File: src/rtl/xte_pkg.sv
// Shared types, character codes and escape-text functions for the XML text escaper.
// Depends on nothing; used by the front, queue, back and top modules.
package xte_pkg;

  // Prefix text that the front attaches ahead of a byte.
  localparam logic [1:0] PRE_NONE       = 2'd0;  // no prefix
  localparam logic [1:0] PRE_AMP        = 2'd1;  // "&amp;"
  localparam logic [1:0] PRE_AMP_HASH   = 2'd2;  // "&amp;#"
  localparam logic [1:0] PRE_AMP_HASH_X = 2'd3;  // "&#x"

  // Treatment of the byte itself.
  localparam logic [1:0] BODY_NONE = 2'd0;
  localparam logic [1:0] BODY_ESC  = 2'd1;
  localparam logic [1:0] BODY_RAW  = 2'd2;

  localparam logic [7:0] CH_AMP  = 8'h26;
  localparam logic [7:0] CH_LT   = 8'h3C;
  localparam logic [7:0] CH_GT   = 8'h3E;
  localparam logic [7:0] CH_QUOT = 8'h22;
  localparam logic [7:0] CH_APOS = 8'h27;
  localparam logic [7:0] CH_HASH = 8'h23;
  localparam logic [7:0] CH_SEMI = 8'h3B;
  localparam logic [7:0] CH_X    = 8'h78;
  localparam logic [7:0] CTRL_LIMIT = 8'd32;

  typedef struct packed {
    logic [1:0] prefix;
    logic [1:0] body;
    logic [7:0] data;
    logic       last;
  } xte_cmd_t;

  typedef struct packed {
    logic full;
    logic empty;
  } xte_qstat_t;

  function automatic logic [7:0] hex_char(input logic [3:0] d);
    logic [7:0] c;
    if (d < 4'd10) begin
      c = 8'h30 + {4'h0, d};
    end else begin
      c = 8'h37 + {4'h0, d};
    end
    return c;
  endfunction

  function automatic logic [2:0] esc_len(input logic [7:0] b);
    logic [2:0] n;
    unique case (b)
      CH_AMP:          n = 3'd5;
      CH_LT, CH_GT:    n = 3'd4;
      CH_QUOT, CH_APOS: n = 3'd6;
      default:         n = (b < CTRL_LIMIT) ? 3'd6 : 3'd1;
    endcase
    return n;
  endfunction

  // Escape text, left-justified in six byte slots.
  function automatic logic [7:0] esc_char(input logic [7:0] b, input logic [2:0] idx);
    logic [47:0] t;
    logic [47:0] s;
    unique case (b)
      CH_AMP:  t = {"&amp;", 8'h00};
      CH_LT:   t = {"&lt;", 16'h0000};
      CH_GT:   t = {"&gt;", 16'h0000};
      CH_QUOT: t = "&quot;";
      CH_APOS: t = "&apos;";
      default: begin
        if (b < CTRL_LIMIT) begin
          t = {"&#x", hex_char(b[7:4]), hex_char(b[3:0]), CH_SEMI};
        end else begin
          t = {b, 40'h0};
        end
      end
    endcase
    s = t << {idx, 3'b000};
    return s[47:40];
  endfunction

  function automatic logic [2:0] prefix_len(input logic [1:0] p);
    logic [2:0] n;
    unique case (p)
      PRE_AMP:        n = 3'd5;
      PRE_AMP_HASH:   n = 3'd6;
      PRE_AMP_HASH_X: n = 3'd3;
      default:        n = 3'd0;
    endcase
    return n;
  endfunction

  function automatic logic [7:0] prefix_char(input logic [1:0] p, input logic [2:0] idx);
    logic [47:0] t;
    logic [47:0] s;
    unique case (p)
      PRE_AMP:        t = {"&amp;", 8'h00};
      PRE_AMP_HASH:   t = "&amp;#";
      PRE_AMP_HASH_X: t = {"&#x", 24'h0};
      default:        t = 48'h0;
    endcase
    s = t << {idx, 3'b000};
    return s[47:40];
  endfunction

endpackage

File: src/rtl/xte_front.sv
// Front of the XML text escaper: accepts bytes, tracks the look-ahead window and
// pass-through run, and issues expansion commands. Depends on xte_pkg.
module xte_front import xte_pkg::*; (
  input  logic       clk,
  input  logic       rst,
  input  logic       in_valid,
  input  logic [7:0] in_byte,
  input  logic       end_of_string,
  input  logic       q_full,
  output logic       push,
  output xte_cmd_t   push_cmd
);

  logic [1:0] win_count;
  logic [1:0] win_count_next;
  logic       passthrough;
  logic       passthrough_next;
  logic       take;
  xte_cmd_t   cmd;

  assign take = in_valid && !q_full;

  always_comb begin
    cmd.prefix = PRE_NONE;
    cmd.body   = BODY_NONE;
    cmd.data   = in_byte;
    cmd.last   = end_of_string;
    win_count_next   = win_count;
    passthrough_next = passthrough;
    if (passthrough) begin
      if (end_of_string || in_byte == CH_SEMI) begin
        passthrough_next = 1'b0;
        cmd.body = BODY_ESC;
      end else begin
        cmd.body = BODY_RAW;
      end
    end else begin
      case (win_count)
        2'd0: begin
          if (in_byte == CH_AMP && !end_of_string) begin
            win_count_next = 2'd1;
          end else begin
            cmd.body = BODY_ESC;
          end
        end
        2'd1: begin
          if (in_byte == CH_HASH && !end_of_string) begin
            win_count_next = 2'd2;
          end else begin
            cmd.prefix = PRE_AMP;
            if (in_byte == CH_AMP && !end_of_string) begin
              win_count_next = 2'd1;
            end else begin
              win_count_next = 2'd0;
              cmd.body = BODY_ESC;
            end
          end
        end
        default: begin
          if (in_byte == CH_X) begin
            win_count_next   = 2'd0;
            cmd.prefix       = PRE_AMP_HASH_X;
            passthrough_next = !end_of_string;
          end else begin
            cmd.prefix = PRE_AMP_HASH;
            if (in_byte == CH_AMP && !end_of_string) begin
              win_count_next = 2'd1;
            end else begin
              win_count_next = 2'd0;
              cmd.body = BODY_ESC;
            end
          end
        end
      endcase
    end
    if (end_of_string) begin
      win_count_next   = 2'd0;
      passthrough_next = 1'b0;
    end
  end

  // Drop held-only bytes: they produce no command.
  assign push     = take && (cmd.prefix != PRE_NONE || cmd.body != BODY_NONE);
  assign push_cmd = cmd;

  always_ff @(posedge clk) begin
    if (rst) begin
      win_count   <= 2'd0;
      passthrough <= 1'b0;
    end else if (take) begin
      win_count   <= win_count_next;
      passthrough <= passthrough_next;
    end
  end

endmodule

File: src/rtl/xte_queue.sv
// Short command queue between the front and back of the XML text escaper.
// Depends on xte_pkg for the command and status types.
module xte_queue import xte_pkg::*; #(
  parameter int DEPTH = 2
) (
  input  logic       clk,
  input  logic       rst,
  input  logic       push,
  input  xte_cmd_t   push_cmd,
  input  logic       pop,
  output xte_cmd_t   head,
  output xte_qstat_t stat
);

  localparam int PTR_W = (DEPTH > 1) ? $clog2(DEPTH) : 1;
  localparam int CNT_W = $clog2(DEPTH + 1);

  xte_cmd_t   entries [DEPTH];
  logic [PTR_W-1:0] wr_ptr;
  logic [PTR_W-1:0] rd_ptr;
  logic [CNT_W-1:0] count;

  assign head       = entries[rd_ptr];
  assign stat.full  = (count == CNT_W'(DEPTH));
  assign stat.empty = (count == '0);

  always_ff @(posedge clk) begin
    if (push) begin
      entries[wr_ptr] <= push_cmd;
    end
  end

  always_ff @(posedge clk) begin
    if (rst) begin
      wr_ptr <= '0;
      rd_ptr <= '0;
      count  <= '0;
    end else begin
      if (push) begin
        wr_ptr <= (wr_ptr == PTR_W'(DEPTH - 1)) ? '0 : wr_ptr + 1'b1;
      end
      if (pop) begin
        rd_ptr <= (rd_ptr == PTR_W'(DEPTH - 1)) ? '0 : rd_ptr + 1'b1;
      end
      if (push && !pop) begin
        count <= count + 1'b1;
      end else if (pop && !push) begin
        count <= count - 1'b1;
      end
    end
  end

endmodule

File: src/rtl/xte_back.sv
// Back of the XML text escaper: expands queued commands into output bytes,
// one per cycle while the output is not stalled, through a registered output stage. Depends on xte_pkg.
module xte_back import xte_pkg::*; (
  input  logic       clk,
  input  logic       rst,
  input  xte_cmd_t   head,
  input  xte_qstat_t qstat,
  output logic       pop,
  output logic       out_valid,
  input  logic       out_stall,
  output logic [7:0] out_byte,
  output logic       run_last,
  output logic       string_done
);

  logic [2:0] idx;
  logic       in_body;
  logic       eff_body;
  logic [2:0] cur_len;
  logic [7:0] cur_char;
  logic       seg_end;
  logic       cmd_end;
  logic       advance;
  logic       emit;

  always_comb begin
    eff_body = in_body || (prefix_len(head.prefix) == 3'd0);
    if (eff_body) begin
      cur_len  = (head.body == BODY_ESC) ? esc_len(head.data) : 3'd1;
      cur_char = (head.body == BODY_ESC) ? esc_char(head.data, idx) : head.data;
    end else begin
      cur_len  = prefix_len(head.prefix);
      cur_char = prefix_char(head.prefix, idx);
    end
    seg_end = (idx == cur_len - 3'd1);
    cmd_end = seg_end && (eff_body || head.body == BODY_NONE);
  end

  assign advance = !out_valid || !out_stall;
  assign emit    = advance && !qstat.empty;
  assign pop     = emit && cmd_end;

  always_ff @(posedge clk) begin
    if (emit) begin
      out_byte    <= cur_char;
      run_last    <= cmd_end;
      string_done <= cmd_end && head.last;
    end
  end

  always_ff @(posedge clk) begin
    if (rst) begin
      out_valid <= 1'b0;
      idx       <= 3'd0;
      in_body   <= 1'b0;
    end else begin
      if (advance) begin
        out_valid <= !qstat.empty;
      end
      if (emit) begin
        if (cmd_end) begin
          idx     <= 3'd0;
          in_body <= 1'b0;
        end else if (seg_end) begin
          idx     <= 3'd0;
          in_body <= 1'b1;
        end else begin
          idx <= idx + 3'd1;
        end
      end
    end
  end

endmodule

File: src/rtl/xml_text_escaper.sv
// XML text escaper, top level: front classifier, command queue, back expander.
// The first output byte of an item passes through the command queue and the back's output register.
// Output rate: one byte per cycle while out_stall is low; an item expands to 0 to 12 output bytes
// (held look-ahead bytes give none), limited by the back's one-byte output port.
// Input is taken every cycle while the command queue has room.
// Reset (rst, synchronous): clears window, pass-through run, queue and output.
module xml_text_escaper import xte_pkg::*; #(
  parameter int QUEUE_DEPTH = 2
) (
  input  logic       clk,
  input  logic       rst,
  input  logic       in_valid,
  output logic       in_stall,
  input  logic [7:0] in_byte,
  input  logic       end_of_string,
  output logic       out_valid,
  input  logic       out_stall,
  output logic [7:0] out_byte,
  output logic       run_last,
  output logic       string_done
);

  // Commands from the front; each one expands to at least one byte.
  logic       push;
  xte_cmd_t   push_cmd;
  logic       pop;
  xte_cmd_t   head;
  xte_qstat_t qstat;

  // Stall the input side only when the queue is full.
  assign in_stall = qstat.full;

  // Classify each byte and track the "&" / "&#" window.
  xte_front u_front (
    .clk           (clk),
    .rst           (rst),
    .in_valid      (in_valid),
    .in_byte       (in_byte),
    .end_of_string (end_of_string),
    .q_full        (qstat.full),
    .push          (push),
    .push_cmd      (push_cmd)
  );

  // Decouple the two sides so each can stall on its own.
  xte_queue #(
    .DEPTH (QUEUE_DEPTH)
  ) u_queue (
    .clk      (clk),
    .rst      (rst),
    .push     (push),
    .push_cmd (push_cmd),
    .pop      (pop),
    .head     (head),
    .stat     (qstat)
  );

  // Expand commands into bytes; hold the output register while stalled.
  xte_back u_back (
    .clk         (clk),
    .rst         (rst),
    .head        (head),
    .qstat       (qstat),
    .pop         (pop),
    .out_valid   (out_valid),
    .out_stall   (out_stall),
    .out_byte    (out_byte),
    .run_last    (run_last),
    .string_done (string_done)
  );

  // End of string is always the last byte of its transaction's run.
  a_done_is_last: assert property (@(posedge clk) disable iff (rst)
    out_valid && string_done |-> run_last)
    else $error("string_done without run_last");

  // The queue never holds a command that expands to nothing.
  a_no_empty_cmd: assert property (@(posedge clk) disable iff (rst)
    !qstat.empty |-> (head.prefix != PRE_NONE || head.body != BODY_NONE))
    else $error("empty command in queue");

  // Never write into a full queue.
  a_no_overflow: assert property (@(posedge clk) disable iff (rst)
    qstat.full |-> !push)
    else $error("push into full queue");

  // A waiting result is not dropped while the output side stalls.
  a_hold_result: assert property (@(posedge clk) disable iff (rst)
    out_valid && out_stall |=> out_valid)
    else $error("result dropped under stall");

endmodule

File: config.mk
export PLATFORM = sky130hd
export DESIGN_NAME = xml_text_escaper
export DESIGN_NICKNAME = d
export VERILOG_FILES = /design/src/rtl/xte_pkg.sv /design/src/rtl/xte_front.sv /design/src/rtl/xte_queue.sv /design/src/rtl/xte_back.sv /design/src/rtl/xml_text_escaper.sv
export SDC_FILE = /design/constraint.sdc
export NUM_CORES = 1
export LEC_CHECK = 0
export ABC_CLOCK_PERIOD_IN_PS = 12210
export BUFFER_PORTS_ARGS = -buffer_cell sky130_fd_sc_hd__buf_2
export CAP_MARGIN = 30
export CORE_MARGIN = 2
export CORE_UTILIZATION = 60
export DETAILED_ROUTE_END_ITERATION = 16
export MAX_ROUTING_LAYER = met4
export PLACE_DENSITY = 0.8
export SLEW_MARGIN = 20
export SYNTH_ARGS = -nofsm -noshare
export SYNTH_HDL_FRONTEND = slang
export SYNTH_SLANG_ARGS = --single-unit
File: constraint.sdc
create_clock -name clk -period 12.21 [get_ports clk]
set_input_delay 2.442 -clock clk [delete_from_list [all_inputs] [get_ports clk]]
set_output_delay 2.442 -clock clk [all_outputs]
set_load 0.005 [all_outputs]
==> results.cfg, run 1 <==
[sta]
timing.final.crit_period_ns = 5.156
tns_ns = 0
finalClockSkew_ns = 0.008887
hold_violations = 0
finalCritPeriodShare_pct = 42.23
rsz0062_at_grt = false
worst_pin_slew_ns = 0.9837
max_slew_margin_pct = 34.18
drv_slew = 0
finalSetupViolCount = 0
max_freq_mhz = 194.0

[final_layout]
syn2layout_area_growth_pct = 7.965
fill_cells = 461
finalNetCount = 403
n_antenna_cell = 0
stdcell_count = 451
drive_gt1_share_pct = 14.25

[die]
dieHeight_um = 78.33
die_w_um = 78.33
fp-row-count = 27
initial_core_util_pct = 61.32
core_area_um2 = 5405
ios = 25
dieArea_um2 = 6135

[critical_path]
worstPathRequired_ns = 12.47
start_kind = flip-flop
crit_path_end_kind = flip-flop
crit_type = flip-flop to flip-flop
cp_max_fo = 21
crit_arrival_ns = 5.41
r2r_slack_ns = 7.05

[synth]
netlist_top_cells_area = edfxtp_1 33%, dfxtp_1 7.9%, a21oi_1 5.0%
synth_compound_area_share_pct = 23.71
synth-warning-count = 0
ys_ff_latch = 49
synth-edff-count = 36
synth_xor_area_share_pct = 1.586
ys_types = 71
synth_cells = 360
syn_nets = 385
seq_area_frac_synth_pct = 40.47
synth_flop_cell = edfxtp_1
yosys.area_share.simple_pct = 18.99
synthArstFlopShare_pct = 0
avgSynthCellArea_um2 = 9.207
yosys-mux-area-fraction_pct = 6.908
syn-cell-area_um2 = 3314
yosys.area.top_type = edfxtp_1
synth_fa_ha_area_share_pct = 4.530
synth_top_family_by_area = compound AO/OA/AOI/OAI gates
synth_top_area_share_pct = 32.62

[cts]
numCtsBuffers = 5
cts_post_setup_buffers_inserted = 0
cts_max_level = 2
clk_pin_slew_worst_paths_ns = 0.10
hold_buffers = 0
tritoncts = built
cts_root_buf = clkbuf_8
clock_sinks = 49
clk_path_buf_depth = 2
worstSkewPairLatency_ns = 0.31
post_cts_resized = 0

[detailed_routing]
drtPass1Iterations = 6
vias = 2948
first_iter_violations = 415
drc = 0
postRouteAntennaNets = 0
drt_wl_total_um = 8114
wl_per_cell_um = 17.99
viasPerCell = 6.537

[grt]
grt_pass1_vias = 2691
grt_max_degree = 31
grt_use_total_pct = 28.44
gr-total-overflow = 0
grt_pass1_wl_um = 13250
antenna_found_initial = 0

[power]
pwr_density_cell_nw_per_um2 = 216.3
p_leak_nw = 1.248
ir_worst_vdd_mv = 0.1196

[run_status]
status = completed

[placed_design]
io_buffers = 24
dp_hpwl_um = 5965
finalWeightedCongestion = 0.9929
place_inst = 442

[hold_path]
hp-class = flip-flop to flip-flop

[flow_run]
maxCapViolations = 0
==> layout make-up <==
type / instances / area, um2 / share of cell area (%)
clock buffers: 5 / 68.82 / 1.923
clock inverters: 3 / 21.27 / 0.5944
inverters: 14 / 52.55 / 1.469
multi-input cells: 280 / 1847 / 51.61
flip-flops and latches: 49 / 1341 / 37.48
well taps: 72 / 90.09 / 2.517
repair buffers: 28 / 157.7 / 4.406
==> logic make-up (layout without fill, tap and decap cells) <==
logic type / count (synthesis) / count (layout)
buffers and inverters: 31 / 50
DFF: 49 / 49
AOI/OAI and AO/OA: 120 / 120
adders and majority gates: 12 / 12
and+or+nand+nor: 123 / 123
muxes: 19 / 19
xor gates and xnor gates: 6 / 6
==> worst max-delay path: stages (launching register included) <==
cell	delay, ns
dfxtp_1	0.53
buf_8	0.23
mux2i_1	0.55
inv_1	0.19
ha_1	0.35
nor2_1	0.30
o22ai_2	0.29
o211ai_1	0.24
nand2_1	0.08
ha_1	0.21
xnor2_1	0.29
o21a_1	0.18
a21oi_1	0.06
a32o_1	0.23
o2111ai_2	0.36
nor2_2	0.11
inv_1	0.09
ha_1	0.27
or3_1	0.38
a21oi_1	0.13
==> through the flow <==
stage                     power [mW]  worst slack, ns  cell area [um2]  hold slack, ns  util (%)
final                         0.7741            7.054             3578          0.4725     66.20
after floorplan               0.5592            7.432             3314          0.4624         -
after global placement        0.6572            7.005             3466          0.4558     64.12
after CTS                     0.7623            6.758             3563          0.4760     65.93
after global routing          0.8242            6.675             3578          0.4864     66.20
after detailed placement      0.6625            6.791             3473          0.4628     64.26
==> registers in the layout, summed over array words and instances (netlist names), named ones only <==
name                 count
u_queue.rd_ptr           1
u_back.run_last          1
u_back.in_body           1
u_back.string_done       1
u_queue.wr_ptr           1
u_back.out_valid         1
u_queue.entries         26
u_front.passthrough      1
u_front.win_count        2
u_queue.count            2
u_back.idx               3
u_back.out_byte          8
==> metal layers <==
metal / vias up / track usage (%) / share of wire [%]
met5: - / - / 0
met4: 0 / 11.58 / 3.5
met1: 1373 / 36.22 / 41
met3: 29 / 4.138 / 7.6
li1: 1398 / - / -
met2: 148 / 46.03 / 48
==> report_power, final <==
group	internal (mW)	leakage [nW]	total, mW	switching, mW
registers	0.234	0.440	0.258	0.0239
clock network	0.0408	0.0445	0.101	0.0598
logic	0.156	0.764	0.416	0.259
total	0.431	1.25	0.774	0.343
==> synthesized netlist by cell type, types with 12 or more instances <==
library cell / count
nor2_1: 37
edfxtp_1: 36
a21oi_1: 33
o21ai_0: 27
nand2_1: 21
clkbuf_1: 14
inv_1: 14
dfxtp_1: 13
nand3_1: 13
nor3_1: 13
ha_1: 12
==> worst paths after layout <==
path	from	end	cells after the start
max	flip-flop	u_queue.count[1]	19
min	u_back.out_valid	u_back.out_valid	2
max reg2reg	flip-flop	u_queue.count[1]	19
min reg2reg	u_back.out_valid	u_back.out_valid	2
==> layout by cell type, fill, tap and decap left out, types with 3 or more instances in the layout <==
cell type and instances:
inv_1 14, a21oi_1 33, clkbuf_8 5, o221ai_1 3, buf_4 3, nor2b_1 8
nand2b_1 4, ha_1 12, xnor2_1 4, edfxtp_1 36, nor3_1 13, o21ai_1 3
nand3_1 13, dfxtp_1 13, a31oi_1 9, o21ai_0 27, nand2_1 21, nor2_1 37
mux2i_1 9, a22oi_1 3, a21o_1 3, o31ai_1 3, mux2_2 5, or3_1 6
a211oi_1 4, buf_2 24, nand3b_1 3, o211ai_1 4
Note: power is estimated with default switching activity, not from simulation.
==> run 2: changes to the inputs <==
Settings changed: ABC_AREA from default to 1, ABC_CLOCK_PERIOD_IN_PS 12210 to 5300.
Clock period 12.21 ns to 5.3 ns, I/O delays scaled along.
==> run 2 against run 1 <==
Net effect: power rose to 2.6 times the previous value; cell area down 0.59%; worst setup slack lost 6.3 ns; count of clock-buffer cells in the layout grew 1; register-to-register slack worse by 6.3 ns; die area decreased by 1.7%; sequential power grew to 2.5 times the previous value; sequential share of layout area up 0.26 points; via count decreased by 3.2%; area after synthesis is 1.8% lower; utilization increased by 2.6 points; non-clock buffer count decreased by 1; highest routed layer unchanged.
==> results.cfg, run 2 <==
[run_status]
status = completed

[grt]
grt_most_used_layer = met2
grt_use_total_pct = 26.26
grt_pass1_vias = 2609
use_met1_pct = 33.23
gr-total-overflow = 0
met2_usage_pct = 41.55
grt_use_met3_pct = 4.419
grt_pass1_wl_um = 12210
antenna_found_initial = 0
grt_max_degree = 24

[power]
p_leak_nw = 1.620
pwr_density_cell_nw_per_um2 = 574.3
pwr-share-seq_pct = 31.8
ir_worst_vdd_mv = 0.2738
internal_power_mw = 1.091
power_frac_comb_pct = 53.2
clkPwrFrac_pct = 14.9
switchingPower_mw = 0.9521
switching_share_pct = 46.61

[placed_design]
dp_hpwl_um = 5583
placed_cell_area_um2 = 3423
finalWeightedCongestion = 0.9551
io_buffers = 24

[sta]
timing.final.crit_period_ns = 4.585
drv_slew = 0
finalCritPeriodShare_pct = 86.51
tns_ns = 0
max_slew_margin_pct = 42.80
finalSetupViolCount = 0
max_freq_mhz = 218.1
rsz0062_at_grt = false
hold_violations = 0
finalClockSkew_ns = 0.01205
worst_pin_slew_ns = 0.8569

[critical_path]
worstPathRequired_ns = 5.50
crit_type = flip-flop to flip-flop
crit_arrival_ns = 4.79
r2r_slack_ns = 0.72
critPathMaxStageDelay_ns = 0.55
path_buf_inv = 4
rr_worst_depth = 26
crit_end = u_queue.count[1]
crit_path_end_kind = flip-flop
cp.depth = 26
cp_max_fo = 18
crit_slowest_cell = dfxtp_2
timing.rr.end = u_queue.count[1]
path_delay_family = simple AND/OR/NAND/NOR gates
start_kind = flip-flop

[synth]
synth_cells = 417
avgSynthCellArea_um2 = 7.804
syn_nets = 442
seq_area_frac_synth_pct = 41.21
synth_flop_cell = edfxtp_1
ys_ff_latch = 49
yosysMostFrequentCell = nand2_1
synthArstFlopShare_pct = 0
synth-edff-count = 36
syn-cell-area_um2 = 3254
yosys.area.top_type = edfxtp_1
synth-warning-count = 0
synth_top_area_share_pct = 33.22
netlist_top_cells_area = edfxtp_1 33%, nand2_1 9.9%, dfxtp_1 8.0%
ys_types = 46
synthTopCellsByCount = 86 x nand2_1, 59 x inv_1, 40 x nor2_1, 36 x edfxtp_1, 29 x o21ai_0

[final_layout]
n_antenna_cell = 0
regArea_um2 = 1343
final_common_cell = nand2_1
finalNetCount = 465
layout_common_cells = 86 x nand2_1, 59 x inv_1, 40 x nor2_1
reg_top3 = u_queue.entries (26), u_back.out_byte (8), u_back.idx (3)
largest_register_ffs = 26
largest-register = u_queue.entries
drive_gt1_share_pct = 16.33
design_area_um2 = 3557
multi_input_area_um2 = 1613
fill_cells = 429
syn2layout_area_growth_pct = 9.304

[cts]
clk_pin_slew_worst_paths_ns = 0.10
cts_max_level = 2
cts_root_buf = clkbuf_8
cts_post_setup_buffers_inserted = 0
tritoncts = built
numCtsBuffers = 5
clk_path_buf_depth = 2
clock_sinks = 49
worstSkewPairLatency_ns = 0.31

[die]
dieArea_um2 = 6029
core_area_um2 = 5172
fp-row-count = 26
dieHeight_um = 77.65
initial_core_util_pct = 62.92
ios = 25
die_w_um = 77.65

[detailed_routing]
drtPass1Iterations = 5
postRouteAntennaNets = 0
drt_wl_total_um = 7393
drc = 0
first_iter_violations = 326
vias = 2855
viasPerCell = 5.587
wl_per_cell_um = 14.47

[flow_run]
maxCapViolations = 0

[hold_path]
hp-class = flip-flop to flip-flop
==> run 2: changes by cell type in the layout (fill, tap and decap cells not counted), moves of 4 or more <==
cell      delta
nand2_1     +65
xnor2_1      -4
nor3_1       -4
or3_1        -6
nand2b_1     -4
mux2i_1      -8
nand2_4      +5
nor2b_1      -8
a21oi_1     -10
nand2_2      +9
inv_1       +45
nand3_1     +13
mux2_2       -5
==> run 2: cell families (layout without fill, tap and decap cells) <==
kind of cell	Yosys count	count (layout)	share of synthesized area (%)
muxes	1	1	0.3076
adders and majority gates	12	12	4.613
DFF	49	49	41.22
AOI/OAI and AO/OA	78	78	13.80
xor gates and xnor gates	4	4	1.076
and+or+nand+nor	199	199	29.76
buffers and inverters	74	98	9.227
==> run 2: how the worst min path moves through the flow <==
stage | startpoint | endpoint | slack (ns) | depth (start not counted)
floorplan | u_back.in_body | u_back.in_body | 0.45 | 2
global placement | u_back.out_valid | u_back.out_valid | 0.46 | 2
detailed placement | u_back.out_valid | u_back.out_valid | 0.47 | 2
CTS | u_back.out_valid | u_back.out_valid | 0.48 | 2
global route | u_back.out_valid | u_back.out_valid | 0.53 | 2
finish | u_back.out_valid | u_back.out_valid | 0.48 | 2
==> run 2: layout make-up <==
cell class / count / share of cell area, %
Sequential cell: 49 / 37.74
Timing Repair Buffer: 27 / 4.010
Inverter: 63 / 6.718
Tap cell: 70 / 2.462
Multi-Input combinational cell: 294 / 45.34
Clock buffer: 6 / 2.638
Clock inverter: 2 / 1.090
==> run 2: repair_timing <==
| action | 4_1_cts | 5_1_grt |
|---|---|---|
| gates resized for setup | 0 | 1 |
| setup endpoints to repair | 0 | 1 |
| hold buffers | 0 | 0 |
==> run 2: power by group through the flow <==
stage / Clock [mW] / Sequential [mW] / Combinational (mW)
4_1_cts: 0.309 / 0.647 / 1.07
5_1_grt: 0.321 / 0.664 / 1.22
3_3_place_gp: 0 / 0.655 / 1.05
3_5_place_dp: 0 / 0.656 / 1.06
6_report: 0.305 / 0.650 / 1.09
2_1_floorplan: 0 / 0.610 / 0.846
==> run 2: worst register-to-register path, delay by kind of cell, from the launching register on <==
family                     cells  cell delay [ns]
and+or+nand+nor               11             1.42
AOI/OAI and AO/OA              7             0.98
adders and majority gates      3             0.80
DFF                            1             0.55
buffers and inverters          4             0.54
xor gates and xnor gates       1             0.19
==> run 2: metrics by stage <==
step	utilization, %	hold WS (ns)	instances	setup WS [ns]	power, mW
3_5_place_dp	66.18	0.4665	503	0.6481	1.714
5_1_grt	68.77	0.5269	511	0.2525	2.204
4_1_cts	68.75	0.4807	511	0.4803	2.029
2_1_floorplan	-	0.4523	417	1.397	1.456
6_report	68.77	0.4795	511	0.7150	2.043
3_3_place_gp	65.89	0.4570	501	0.8621	1.703
==> run 2: metal layers <==
| layer | vias to the layer above | part of all wire [%] |
|---|---|---|
| li1 | 1433 | - |
| met1 | 1294 | 43 |
| met2 | 110 | 48 |
| met3 | 18 | 6.0 |
| met4 | 0 | 2.7 |
| met5 | - | 0 |
